$ cat src/hdl/saes_pkg.sv
// Shared types, tables and round functions of the 16-bit simplified AES cipher.
package saes_pkg;

	localparam int BLK_W = 16;
	localparam int KEY_W = 16;

	localparam logic [7:0] RCON_1 = 8'h80;
	localparam logic [7:0] RCON_2 = 8'h30;

	localparam logic [3:0] MIX_ENC_A = 4'h1;
	localparam logic [3:0] MIX_ENC_B = 4'h4;
	localparam logic [3:0] MIX_DEC_A = 4'h9;
	localparam logic [3:0] MIX_DEC_B = 4'h2;

	typedef enum logic {
		OP_ENCRYPT = 1'b0,
		OP_DECRYPT = 1'b1
	} op_t;

	typedef struct packed {
		logic [BLK_W-1:0] k0;
		logic [BLK_W-1:0] k1;
		logic [BLK_W-1:0] k2;
	} round_keys_t;

	function automatic logic [3:0] sbox_fwd(input logic [3:0] n);
		logic [3:0] r;
		case (n)
			4'h0: r = 4'h9;
			4'h1: r = 4'h4;
			4'h2: r = 4'hA;
			4'h3: r = 4'hB;
			4'h4: r = 4'hD;
			4'h5: r = 4'h1;
			4'h6: r = 4'h8;
			4'h7: r = 4'h5;
			4'h8: r = 4'h6;
			4'h9: r = 4'h2;
			4'hA: r = 4'h0;
			4'hB: r = 4'h3;
			4'hC: r = 4'hC;
			4'hD: r = 4'hE;
			4'hE: r = 4'hF;
			4'hF: r = 4'h7;
			default: r = 4'h0;
		endcase
		return r;
	endfunction

	function automatic logic [3:0] sbox_inv(input logic [3:0] n);
		logic [3:0] r;
		case (n)
			4'h0: r = 4'hA;
			4'h1: r = 4'h5;
			4'h2: r = 4'h9;
			4'h3: r = 4'hB;
			4'h4: r = 4'h1;
			4'h5: r = 4'h7;
			4'h6: r = 4'h8;
			4'h7: r = 4'hF;
			4'h8: r = 4'h6;
			4'h9: r = 4'h0;
			4'hA: r = 4'h2;
			4'hB: r = 4'h3;
			4'hC: r = 4'hC;
			4'hD: r = 4'h4;
			4'hE: r = 4'hD;
			4'hF: r = 4'hE;
			default: r = 4'h0;
		endcase
		return r;
	endfunction

	// GF(16) product, modulus x^4 + x + 1
	function automatic logic [3:0] gf16_mul(input logic [3:0] a, input logic [3:0] b);
		logic [3:0] r;
		logic [3:0] x;
		r = 4'h0;
		x = a;
		for (int i = 0; i < 4; i++) begin
			if (b[i]) begin
				r = r ^ x;
			end
			x = {x[2:0], 1'b0} ^ (x[3] ? 4'h3 : 4'h0);
		end
		return r;
	endfunction

	function automatic logic [BLK_W-1:0] sub_fwd(input logic [BLK_W-1:0] x);
		return {sbox_fwd(x[15:12]), sbox_fwd(x[11:8]), sbox_fwd(x[7:4]), sbox_fwd(x[3:0])};
	endfunction

	function automatic logic [BLK_W-1:0] sub_inv(input logic [BLK_W-1:0] x);
		return {sbox_inv(x[15:12]), sbox_inv(x[11:8]), sbox_inv(x[7:4]), sbox_inv(x[3:0])};
	endfunction

	// swap nibble 1 and nibble 3
	function automatic logic [BLK_W-1:0] shift_rows(input logic [BLK_W-1:0] x);
		return {x[15:12], x[3:0], x[7:4], x[11:8]};
	endfunction

	function automatic logic [BLK_W-1:0] mix_block(input logic [BLK_W-1:0] x,
			input logic [3:0] a, input logic [3:0] b);
		logic [3:0] m0, m1, m2, m3;
		m0 = gf16_mul(a, x[15:12]) ^ gf16_mul(b, x[11:8]);
		m1 = gf16_mul(b, x[15:12]) ^ gf16_mul(a, x[11:8]);
		m2 = gf16_mul(a, x[7:4]) ^ gf16_mul(b, x[3:0]);
		m3 = gf16_mul(b, x[7:4]) ^ gf16_mul(a, x[3:0]);
		return {m0, m1, m2, m3};
	endfunction

	// rotate nibbles, substitute, add round constant
	function automatic logic [7:0] key_g(input logic [7:0] w, input logic [7:0] rcon);
		return {sbox_fwd(w[3:0]), sbox_fwd(w[7:4])} ^ rcon;
	endfunction

	function automatic round_keys_t expand_key(input logic [KEY_W-1:0] key);
		round_keys_t rk;
		logic [7:0] w2, w3, w4, w5;
		w2 = key[15:8] ^ key_g(key[7:0], RCON_1);
		w3 = w2 ^ key[7:0];
		w4 = w2 ^ key_g(w3, RCON_2);
		w5 = w4 ^ w3;
		rk.k0 = key;
		rk.k1 = {w2, w3};
		rk.k2 = {w4, w5};
		return rk;
	endfunction

	function automatic logic [BLK_W-1:0] encrypt_block(input logic [BLK_W-1:0] x,
			input round_keys_t rk);
		logic [BLK_W-1:0] s;
		s = x ^ rk.k0;
		s = shift_rows(sub_fwd(s));
		s = mix_block(s, MIX_ENC_A, MIX_ENC_B) ^ rk.k1;
		s = shift_rows(sub_fwd(s)) ^ rk.k2;
		return s;
	endfunction

	function automatic logic [BLK_W-1:0] decrypt_block(input logic [BLK_W-1:0] x,
			input round_keys_t rk);
		logic [BLK_W-1:0] s;
		s = x ^ rk.k2;
		s = sub_inv(shift_rows(s)) ^ rk.k1;
		s = mix_block(s, MIX_DEC_A, MIX_DEC_B);
		s = sub_inv(shift_rows(s)) ^ rk.k0;
		return s;
	endfunction

endpackage

$ cat src/hdl/simplified_aes_cipher.sv
// Top level of the 16-bit simplified AES cipher with stream ports.
//
// Each request on the slave side carries one 16-bit block in s_axis_tdata and the
// direction in s_axis_tuser (0 encrypt, 1 decrypt); one 16-bit result block leaves
// on the master side per request, in order. A request is registered, both rounds are
// computed combinationally from that register into the result register, which drives
// m_axis_tvalid, and a new request is taken every cycle while the master side keeps
// up. The cipher key is written through key_wr_en and key_wr_data, reads 0 after
// reset, and must only change while no request is in flight.
module simplified_aes_cipher import saes_pkg::*; (
	input  logic             clk,
	input  logic             arst_n,
	input  logic             key_wr_en,
	input  logic [KEY_W-1:0] key_wr_data,
	input  logic             s_axis_tvalid,
	output logic             s_axis_tready,
	input  logic [BLK_W-1:0] s_axis_tdata,  // [15:0] data_in
	input  logic             s_axis_tuser,  // [0] op
	output logic             m_axis_tvalid,
	input  logic             m_axis_tready,
	output logic [BLK_W-1:0] m_axis_tdata   // [15:0] data_out
);

	round_keys_t      rk;
	logic             valid_s1;
	op_t              op_s1;
	logic [BLK_W-1:0] data_s1;
	logic             valid_s2;
	logic [BLK_W-1:0] data_s2;
	logic             s2_free;
	logic             s1_adv;
	logic [BLK_W-1:0] result;

	saes_keyexp u_keyexp (
		.clk         (clk),
		.arst_n      (arst_n),
		.key_wr_en   (key_wr_en),
		.key_wr_data (key_wr_data),
		.rk          (rk)
	);

	assign s2_free       = !valid_s2 || m_axis_tready;
	assign s1_adv        = valid_s1 && s2_free;
	assign s_axis_tready = !valid_s1 || s2_free;

	always_comb begin
		case (op_s1)
			OP_ENCRYPT: result = encrypt_block(data_s1, rk);
			OP_DECRYPT: result = decrypt_block(data_s1, rk);
			default:    result = encrypt_block(data_s1, rk);
		endcase
	end

	always_ff @(posedge clk or negedge arst_n) begin
		if (!arst_n) begin
			valid_s1 <= 1'b0;
			valid_s2 <= 1'b0;
		end else begin
			if (s_axis_tready) begin
				valid_s1 <= s_axis_tvalid;
			end
			if (s2_free) begin
				valid_s2 <= valid_s1;
			end
		end
	end

	always_ff @(posedge clk) begin
		if (s_axis_tvalid && s_axis_tready) begin
			op_s1   <= op_t'(s_axis_tuser);
			data_s1 <= s_axis_tdata;
		end
		if (s1_adv) begin
			data_s2 <= result;
		end
	end

	assign m_axis_tvalid = valid_s2;
	assign m_axis_tdata  = data_s2;

	a_advance: assert property (@(posedge clk) disable iff (!arst_n)
		s1_adv |=> valid_s2)
		else $error("advanced request did not reach result register");

	a_no_overwrite: assert property (@(posedge clk) disable iff (!arst_n)
		valid_s1 && valid_s2 && !m_axis_tready |-> !s_axis_tready)
		else $error("input taken while both stages are stalled");

	a_enc_roundtrip: assert property (@(posedge clk) disable iff (!arst_n)
		s1_adv && op_s1 == OP_ENCRYPT |=>
		decrypt_block(data_s2, $past(rk)) == $past(data_s1))
		else $error("encryption does not invert");

	a_dec_roundtrip: assert property (@(posedge clk) disable iff (!arst_n)
		s1_adv && op_s1 == OP_DECRYPT |=>
		encrypt_block(data_s2, $past(rk)) == $past(data_s1))
		else $error("decryption does not invert");

endmodule

$ cat src/hdl/saes_keyexp.sv
// Cipher key register and expansion into the three round keys.
module saes_keyexp import saes_pkg::*; (
	input  logic             clk,
	input  logic             arst_n,
	input  logic             key_wr_en,
	input  logic [KEY_W-1:0] key_wr_data,
	output round_keys_t      rk
);

	logic [KEY_W-1:0] key_q;

	always_ff @(posedge clk or negedge arst_n) begin
		if (!arst_n) begin
			key_q <= '0;
		end else if (key_wr_en) begin
			key_q <= key_wr_data;
		end
	end

	assign rk = expand_key(key_q);

endmodule
$ cat config.mk
export PLATFORM = sky130hd
export DESIGN_NAME = simplified_aes_cipher
export DESIGN_NICKNAME = d
export VERILOG_FILES = /design/src/hdl/saes_pkg.sv /design/src/hdl/simplified_aes_cipher.sv /design/src/hdl/saes_keyexp.sv
export SDC_FILE = /design/constraint.sdc
export NUM_CORES = 1
export LEC_CHECK = 0
export BUFFER_PORTS_ARGS = -buffer_cell sky130_fd_sc_hd__buf_4
export CAP_MARGIN = 20
export CORE_ASPECT_RATIO = 1.5
export CORE_MARGIN = 1
export CORE_UTILIZATION = 50
export DETAILED_ROUTE_END_ITERATION = 16
export GPL_TIMING_DRIVEN = 0
export MAX_ROUTING_LAYER = met4
export PLACE_DENSITY = 0.68
export SLEW_MARGIN = 40
export SYNTH_ARGS = -nofsm -noshare
export SYNTH_HDL_FRONTEND = slang
export SYNTH_HIERARCHICAL = 1
export SYNTH_SLANG_ARGS = --single-unit
export TNS_END_PERCENT = 5
$ cat constraint.sdc
create_clock -name clk -period 11.54 [get_ports clk]
set_input_delay 1.731 -clock clk [delete_from_list [all_inputs] [get_ports clk]]
set_output_delay 1.731 -clock clk [all_outputs]
set_load 0.1 [all_outputs]
-- Word level (Yosys, flattened, before mapping)
Memory sizes are Yosys's and may differ from the RTL's.
Index checks and enable logic that the tools add are counted.
- bits in registers: 51
- bits of input ports: 38
- output and inout bits: 18
- logic and storage cells: 246
- memories kept: 20
- bits in read-only memories: 1280
- reductions and logical operators: 6
- bitwise operators: 69
- muxes and demuxes: 145
- memories (memory ; words ; width ; read ports ; clocked after Yosys merged registers in ; write ports ; line ; RTL):
    (name not given) ; 16 ; 4 ; 1 ; 0 ; 0 ; saes_pkg.sv:28 ; case (n)
    (name not given) ; 16 ; 4 ; 1 ; 0 ; 0 ; saes_pkg.sv:28 ;
    (name not given) ; 16 ; 4 ; 1 ; 0 ; 0 ; saes_pkg.sv:28 ;
    (name not given) ; 16 ; 4 ; 1 ; 0 ; 0 ; saes_pkg.sv:28 ;
    (name not given) ; 16 ; 4 ; 1 ; 0 ; 0 ; saes_pkg.sv:28 ;
    (name not given) ; 16 ; 4 ; 1 ; 0 ; 0 ; saes_pkg.sv:28 ;
    14 more memories ; n/a ; n/a ; n/a ; n/a ; n/a ; n/a ;
- operators by type and width (operator ; count):
    $mux 4 ; 96
    $xor 16x16->16 ; 6
    $mux 3 ; 20
    $mux 2 ; 20
    $not 1->1 ; 38
    $pmux 16 s2 ; 1
    $xor 4x4->4 ; 8
    $xor 8x8->8 ; 4
    $not 2->2 ; 13
    $mux 1 ; 8
    $logic_and 1x1->1 ; 2
    $logic_not 1->1 ; 2
    $logic_or 1x1->1 ; 2

-- Depth between registers and ports, before layout
Gate-level depths: netlist (run 1).
An unclocked memory read counts as a cell.
- depth in word-level cells: 28
- gate-level depth with buffers: 26
- gate-level depth less buffers: 26

-- Modules after synthesis
Netlist (run 1), hierarchy kept.
- modules (own cells, without submodules) (module ; area each (um^2) ; cells each ; sequential area each (um^2) ; times used):
    simplified_aes_cipher ; 5890.6 ; 562 ; 1041.0 ; 1
    saes_keyexp ; 1846.8 ; 177 ; 400.4 ; 1

-- Worst setup path after synthesis (run 1)
No wires, ideal clock.
- kind: reg-to-reg
- start: register u_keyexp.key_q[0]
- end: register data_s2[12] (netlist: m_axis_tdata[12]) (data pin)
- data required time: 11266 ps
- slack: 5480 ps
- clock period less this slack: 6060 ps
- stages on the path, launching flop included: 23
- arrival: 5787 ps
- path buffers: 0
- cells stage by stage: dfrtp_1 -> inv_1 -> ha_1 -> mux4_2 -> xnor2_4 -> ha_1 -> and2_1 -> o32ai_2 -> xnor2_1 -> xor2_1 -> inv_2 -> ha_1 -> mux4_2 -> xnor2_2 -> or3_1 -> and3_1 -> or2_4 -> inv_1 -> ha_1 -> inv_1 -> mux4_2 -> xnor2_1 -> o21ai_0
- RTL lines (element ; line ; RTL):
    start, declared ; saes_keyexp.sv:10 ; logic [KEY_W-1:0] key_q;
    start signal, assigned ; saes_keyexp.sv:16 ; key_q <= key_wr_data;
    end signal, assigned ; simplified_aes_cipher.sv:74 ; data_s2 <= result;
    end, declared ; simplified_aes_cipher.sv:29 ; logic [BLK_W-1:0] data_s2;

==> results of run 1 <==
==> per-layer routing <==
metal | track usage, % | wire length (um) | up-vias | share of wire, %
met3 | 2.53 | 331 | 50 | 1.9
met5 | - | 0 | - | 0
li1 | - | - | 2659 | -
met1 | 20.3 | 5990 | 2646 | 34
met4 | 13.4 | 1030 | 0 | 5.8
met2 | 48.5 | 10300 | 85 | 58
==> cell families after synthesis <==
logic type	after synthesis	share of synthesized area, %
AO/OA/AOI/OAI	97	10.2
XOR/XNOR	167	23.7
adder cells (fa/ha/maj)	124	20.1
buffers and inverters	86	4.54
flip-flops	51	18.6
multiplexers	71	12.5
AND/OR/NAND/NOR	143	10.4
==> final timing paths <==
kind | from | end | cells past startpoint
worst max-delay path | u_keyexp/key_q[5] | m_axis_tdata[8] | 22
worst min-delay path | valid_s1 | m_axis_tvalid | 1
worst max register to register | u_keyexp/key_q[5] | m_axis_tdata[8] | 22
worst min register to register | valid_s1 | m_axis_tvalid | 1
max in group asynchronous | arst_n | u_keyexp/key_q[2] | 1
min in group asynchronous | arst_n | valid_s1 | 1
==> cells in the mapped netlist (4+ instances only) <==
library cell,count
nand2_1,29
nor2_1,16
nand2b_1,7
nor3_1,21
nand3_1,11
o21ai_0,21
mux4_2,18
xor2_1,54
or3_1,8
edfxtp_1,33
nor2b_1,6
inv_2,5
ha_1,124
o21ai_1,5
xnor2_4,6
xnor2_2,22
inv_1,71
nand4_1,4
and2_1,10
mux2_2,17
a21oi_1,12
xor2_2,12
mux2i_1,33
dfrtp_1,18
o211ai_1,5
o21a_1,4
nor3b_1,8
xnor2_1,73
nand3b_1,5
a31oi_1,7
o311ai_2,4
==> cell type report <==
| class | count | area [sq um] |
|---|---|---|
| inverters | 76 | 285 |
| repair buffers | 54 | 405 |
| plain buffers | 10 | 66.3 |
| clock inverters | 1 | 30.0 |
| flip-flops and latches | 51 | 1440 |
| clock buffers | 7 | 133 |
| multi-input cells | 602 | 5950 |
| well taps | 199 | 249 |
| fillers | 1321 | 6510 |
==> stage by stage <==
stage / hold slack, ns / setup WS (ns) / util, % / cells / area [sq um]
after floorplan: 0.449 / 5.48 / - / 739 / 7740
after global placement: 0.454 / 4.65 / 55.7 / 992 / 8390
after detailed placement: 0.478 / 4.53 / 55.7 / 992 / 8400
after CTS: 0.500 / 4.51 / 56.8 / 1000 / 8560
after global routing: 0.516 / 4.05 / 56.8 / 1000 / 8560
final: 0.500 / 4.54 / 56.8 / 1000 / 8560
==> worst reg2reg max path: stages (launching register included) <==
cell	delay [ns]
dfrtp_1	0.58
inv_1	0.24
ha_1	0.34
mux4_2	0.53
xor2_1	0.43
inv_1	0.17
ha_1	0.24
o311ai_0	0.12
o211ai_2	0.15
o31ai_2	0.17
xnor2_1	0.24
xor2_1	0.44
inv_1	0.22
ha_1	0.25
mux4_2	0.50
xnor2_2	0.29
xnor2_2	0.20
xnor2_1	0.53
ha_1	0.26
inv_1	0.04
mux4_2	0.49
xnor2_1	0.15
o21ai_0	0.11
==> layout by cell type, fill, tap and decap left out, types with 4 or more instances in the layout <==
cell and n:
a21oi_1 12, a31oi_1 7, and2_1 8, buf_4 55
clkbuf_1 5, clkbuf_16 5, dfrtp_1 18, edfxtp_1 33
ha_1 124, inv_1 71, inv_2 5, mux2_2 17
mux2i_1 33, mux4_2 18, nand2_1 29, nand2b_1 7
nand3_1 11, nand3b_1 5, nand4_1 4, nor2_1 16
nor2b_1 6, nor3_1 21, nor3b_1 8, o211ai_1 5
o21a_1 4, o21ai_0 21, o21ai_1 5, o311ai_2 4
or3_1 8, xnor2_1 72, xnor2_2 23, xnor2_4 6
xor2_1 54, xor2_2 12
==> flip-flops by register name, summed over array words and instances, names as in the netlist <==
signal,count
data_s1,16
m_axis_tdata,16
u_keyexp/key_q,16
m_axis_tvalid,1
op_s1,1
valid_s1,1
==> impl_metrics.env, run 1 <==
export IMPL_cts_tree="done"
export IMPL_gp_congestion=0.905
export IMPL_synth_largest_area_cell="ha_1"
export IMPL_fin_skew_ns=0.00524
export IMPL_synth_edff_count=33
export IMPL_drc=0
export IMPL_numCtsBuffers=5
export IMPL_path_cells="inv_1 > ha_1 > mux4_2 > xor2_1 > inv_1 > ha_1 > o311ai_0 > o211ai_2 > o31ai_2 > xnor2_1 > xor2_1 > inv_1 > ha_1 > mux4_2 > xnor2_2 > xnor2_2 > xnor2_1 > ha_1 > inv_1 > mux4_2 > xnor2_1 > o21ai_0"
export IMPL_syn_num_nets=901
export IMPL_synth_area_leaders="ha_1 (20%), edfxtp_1 (13%), xnor2_1 (8.3%)"
export IMPL_setup_worst_path_class="reg2reg"
export IMPL_clk_pin_slew_ns=0.07
export IMPL_ys_seq_area_share_pct=18.6
export IMPL_crit_slowest_cell="dfrtp_1"
export IMPL_cts_root_buf="clkbuf_16"
export IMPL_drive_gt1_share_pct=22.7
export IMPL_overflow=0
export IMPL_fmax_mhz=143
export IMPL_antenna_left=0
export IMPL_antenna_cells=0
export IMPL_period_share_pct=60.6
export IMPL_synthCells=739
export IMPL_status="completed"
export IMPL_synth_avg_cell_area_sq_um=10.5
export IMPL_dp_hpwl_um=15000
export IMPL_vias=5440
export IMPL_layout_min_cycle_time_ns=7.00
export IMPL_netlist_area_leader_share_pct=20.1
export IMPL_crit_required_ns=11.55
export IMPL_wl_per_cell_um=17.6
export IMPL_syn2layout_area_growth_pct=10.7
export IMPL_syn_cell_area_sq_um=7740
export IMPL_r2r_slack_ns=4.54
export IMPL_antenna_found_initial=0
export IMPL_rsz0062_at_grt="false"
export IMPL_start_kind="flip-flop"
export IMPL_ys_ff_latch=51
export IMPL_core_area_sq_um=15100
export IMPL_arrival_ns=7.00
export IMPL_end_kind="flip-flop"
export IMPL_cts_sinks=51
export IMPL_clock_latency_ns=0.30
export IMPL_slew_headroom_pct=45.5
export IMPL_grt_max_degree=19
export IMPL_setup_viol=0
export IMPL_cts_htree_levels=2
export IMPL_dr_pass1_iters=4
export IMPL_drt_wl_total_um=17600
export IMPL_post_cts_setup_buffer_count=0
export IMPL_synth_cell_types=77
export IMPL_placementRows=55
export IMPL_hold_path_class="reg2reg"
export IMPL_die_w_um=104
export IMPL_worst_pin_slew_ns=0.812
export IMPL_maxSlewViolCount=0
export IMPL_grt_usage_pct=23.7
export IMPL_ios=56
export IMPL_start_util_pct=51.3
export IMPL_hold_viol=0
export IMPL_dieArea_sq_um=16000
export IMPL_port_buffer_count=54
export IMPL_cp_max_fo=9
export IMPL_synthArstFlopShare_pct=35.3
export IMPL_crit_buf_inv=4
export IMPL_setup_tns_ns=0
export IMPL_holdBufCountCts=0
export IMPL_viasPerCell=5.44
export IMPL_cts_resized=0
export IMPL_grt_pass1_wl_um=28600
export IMPL_grt_pass1_vias=5903
export IMPL_cts_buffer_depth=2
export IMPL_die_h_um=154
export IMPL_slowest_delay_ns=0.58
export IMPL_ys_warnings_count=6
export IMPL_ys_flop_type="edfxtp_1"
export IMPL_critPathTopFamily="XOR/XNOR gates"
export IMPL_drv_cap=0
export IMPL_drt_initial_drc_count=217
export IMPL_nNetsFinal=962
Power of run 1 is not shown: default switching activity piles up to over one toggle a cycle in this logic, so the estimate is an artifact.
==> inputs of run 2 (changes only) <==
--- a/config.mk
+++ b/config.mk
@@ -5,6 +5,7 @@
 export SDC_FILE = /design/constraint.sdc
 export NUM_CORES = 1
 export LEC_CHECK = 0
+export ABC_AREA = 1
 export BUFFER_PORTS_ARGS = -buffer_cell sky130_fd_sc_hd__buf_4
 export CAP_MARGIN = 20
 export CORE_ASPECT_RATIO = 1.5
==> constraint.sdc (replaced) <==
create_clock -name clk -period 6.9 [get_ports clk]
set_input_delay 1.035 -clock clk [delete_from_list [all_inputs] [get_ports clk]]
set_output_delay 1.035 -clock clk [all_outputs]
set_load 0.1 [all_outputs]
==> impl_metrics.env, run 2 <==
export IMPL_status="completed"
export IMPL_core_area_sq_um=18000
export IMPL_synth_commonest_cells="nand2_1 (616), nand3_1 (269), inv_1 (167)"
export IMPL_die_h_um=169
export IMPL_hold_path_class="reg2reg"
export IMPL_drc=0
export IMPL_multi_input_area_sq_um=7020
export IMPL_overflow=0
export IMPL_die_w_um=113
export IMPL_grt_pass1_vias=8930
export IMPL_cts_resized=0
export IMPL_holdBufCountCts=0
export IMPL_cts_sinks=51
export IMPL_synth_edff_count=33
export IMPL_worst_slack_ns=1.11
export IMPL_setup_worst_path_class="reg2reg"
export IMPL_final_common_cell="nand2_1"
export IMPL_instances_no_fill=1793
export IMPL_cts_htree_levels=2
export IMPL_synth_avg_cell_area_sq_um=6.13
export IMPL_rsz0062_at_grt="false"
export IMPL_cts_tree="done"
export IMPL_grt_pass1_wl_um=43000
export IMPL_numCtsBuffers=5
export IMPL_dieArea_sq_um=19100
export IMPL_worst_pin_slew_ns=0.698
export IMPL_gp_congestion=0.941
export IMPL_fillers=1835
export IMPL_ys_warnings_count=6
export IMPL_slowest_delay_ns=0.60
export IMPL_hold_viol=0
export IMPL_end_kind="flip-flop"
export IMPL_netlist_area_leader_share_pct=24.9
export IMPL_cts_buffer_depth=2
export IMPL_layout_common_cells="nand2_1 (616), nand3_1 (269), inv_1 (166), ha_1 (124), buf_4 (57)"
export IMPL_slew_headroom_pct=53.1
export IMPL_antenna_left=0
export IMPL_syn_cell_area_sq_um=9270
export IMPL_viasPerCell=5.27
export IMPL_start_kind="flip-flop"
export IMPL_synth_cell_types=38
export IMPL_port_buffer_count=55
export IMPL_layout_min_cycle_time_ns=5.79
export IMPL_setup_tns_ns=0
export IMPL_antenna_cells=0
export IMPL_crit_required_ns=6.96
export IMPL_r2r_slack_ns=1.11
export IMPL_ios=56
export IMPL_post_synth_top_count_cell="nand2_1"
export IMPL_nNetsFinal=1737
export IMPL_clk_pin_slew_ns=0.07
export IMPL_cts_root_buf="clkbuf_16"
export IMPL_grt_usage_pct=29.7
export IMPL_start_util_pct=51.5
export IMPL_drive_gt1_share_pct=12.6
export IMPL_drv_cap=0
export IMPL_power_total_mw=5.16
export IMPL_maxSlewViolCount=0
export IMPL_period_share_pct=83.9
export IMPL_dp_cells=1785
export IMPL_grt_max_degree=19
export IMPL_post_cts_setup_buffer_count=0
export IMPL_synthArstFlopShare_pct=35.3
export IMPL_ys_flop_type="edfxtp_1"
export IMPL_synthCells=1512
export IMPL_drt_wl_total_um=26700
export IMPL_vias=9453
export IMPL_clock_latency_ns=0.31
export IMPL_max_vdd_ir_drop_mv=0.291
export IMPL_syn2layout_area_growth_pct=9.26
export IMPL_cp_max_fo=10
export IMPL_ys_ff_latch=51
export IMPL_antenna_found_initial=0
export IMPL_synth_largest_area_cell="nand2_1"
export IMPL_setup_viol=0
export IMPL_synth_area_leaders="nand2_1 (25%), ha_1 (17%), nand3_1 (15%)"
export IMPL_dr_pass1_iters=5
export IMPL_ys_seq_area_share_pct=15.5
export IMPL_arrival_ns=5.85
export IMPL_syn_num_nets=1674
export IMPL_fmax_mhz=173
export IMPL_cp_common_cell="nand2_1"
export IMPL_placementRows=60
export IMPL_fin_skew_ns=0.00661
export IMPL_power_leakage_nw=5.74
export IMPL_dp_hpwl_um=22200
export IMPL_powerDensity_nw_per_um2=509
export IMPL_wl_per_cell_um=14.9
export IMPL_crit_slowest_cell="xnor2_1"
export IMPL_post_place_ws_ns=1.18
export IMPL_drt_initial_drc_count=464
export IMPL_register_area_sq_um=1440
[run 2: power breakdown]
group	internal (mW)	total, mW	switching, mW
sequential	0.428	0.479	0.0509
combinational	1.36	4.41	3.05
clock	0.136	0.267	0.131
[run 2: worst max-delay path: cells and delay by family (launching register included)]
family / cells / cell delay [ns]
and+or+nand+nor: 24 / 2.48
xor gates and xnor gates: 1 / 0.60
adders and majority gates: 4 / 1.16
buffers and inverters: 5 / 0.72
DFF: 1 / 0.59
[run 2: path summary, 6_finish.rpt]
path / from / to / depth (start not counted)
max in group asynchronous: arst_n / u_keyexp/key_q[7] / 1
worst min register to register: valid_s1 / m_axis_tvalid / 2
worst max-delay path: u_keyexp/key_q[4] / m_axis_tdata[6] / 34
min in group asynchronous: arst_n / u_keyexp/key_q[10] / 1
worst min-delay path: valid_s1 / m_axis_tvalid / 2
worst max register to register: u_keyexp/key_q[4] / m_axis_tdata[6] / 34
[run 2: layout make-up]
cell class / instances / area share, %
plain buffers: 13 / 0.963
clock buffers: 5 / 1.23
clock inverters: 3 / 0.222
inverters: 191 / 7.17
multi-input cells: 1257 / 69.3
flip-flops and latches: 51 / 14.2
well taps: 217 / 2.68
repair buffers: 56 / 4.22
[run 2: routing by layer]
layer	wire [um]	share of wire (%)	up-vias	global-route usage [%]
li1	-	-	4928	-
met1	9760	37	4273	28.6
met2	14200	53	185	56.4
met3	908	3.4	67	2.43
met4	1840	6.9	0	18.5
met5	0	0	-	-
[run 2: kinds of logic after synthesis]
| kind of cell | count (synthesis) | synth area share, % |
|---|---|---|
| compound gates | 43 | 2.66 |
| xor+xnor | 46 | 5.11 |
| fa+ha+maj | 124 | 16.7 |
| buf+inv | 204 | 8.89 |
| flops | 51 | 15.5 |
| simple gates | 1044 | 51.1 |
[run 2: stage by stage]
stage | util (%) | hold WS (ns) | cell area, sq um
after floorplan | - | 0.447 | 9270
after global placement | 55.3 | 0.462 | 9960
after detailed placement | 55.4 | 0.506 | 9980
after CTS | 56.2 | 0.524 | 10100
after global routing | 56.2 | 0.567 | 10100
final | 56.2 | 0.518 | 10100
Note: power is estimated with default switching activity, not from simulation.
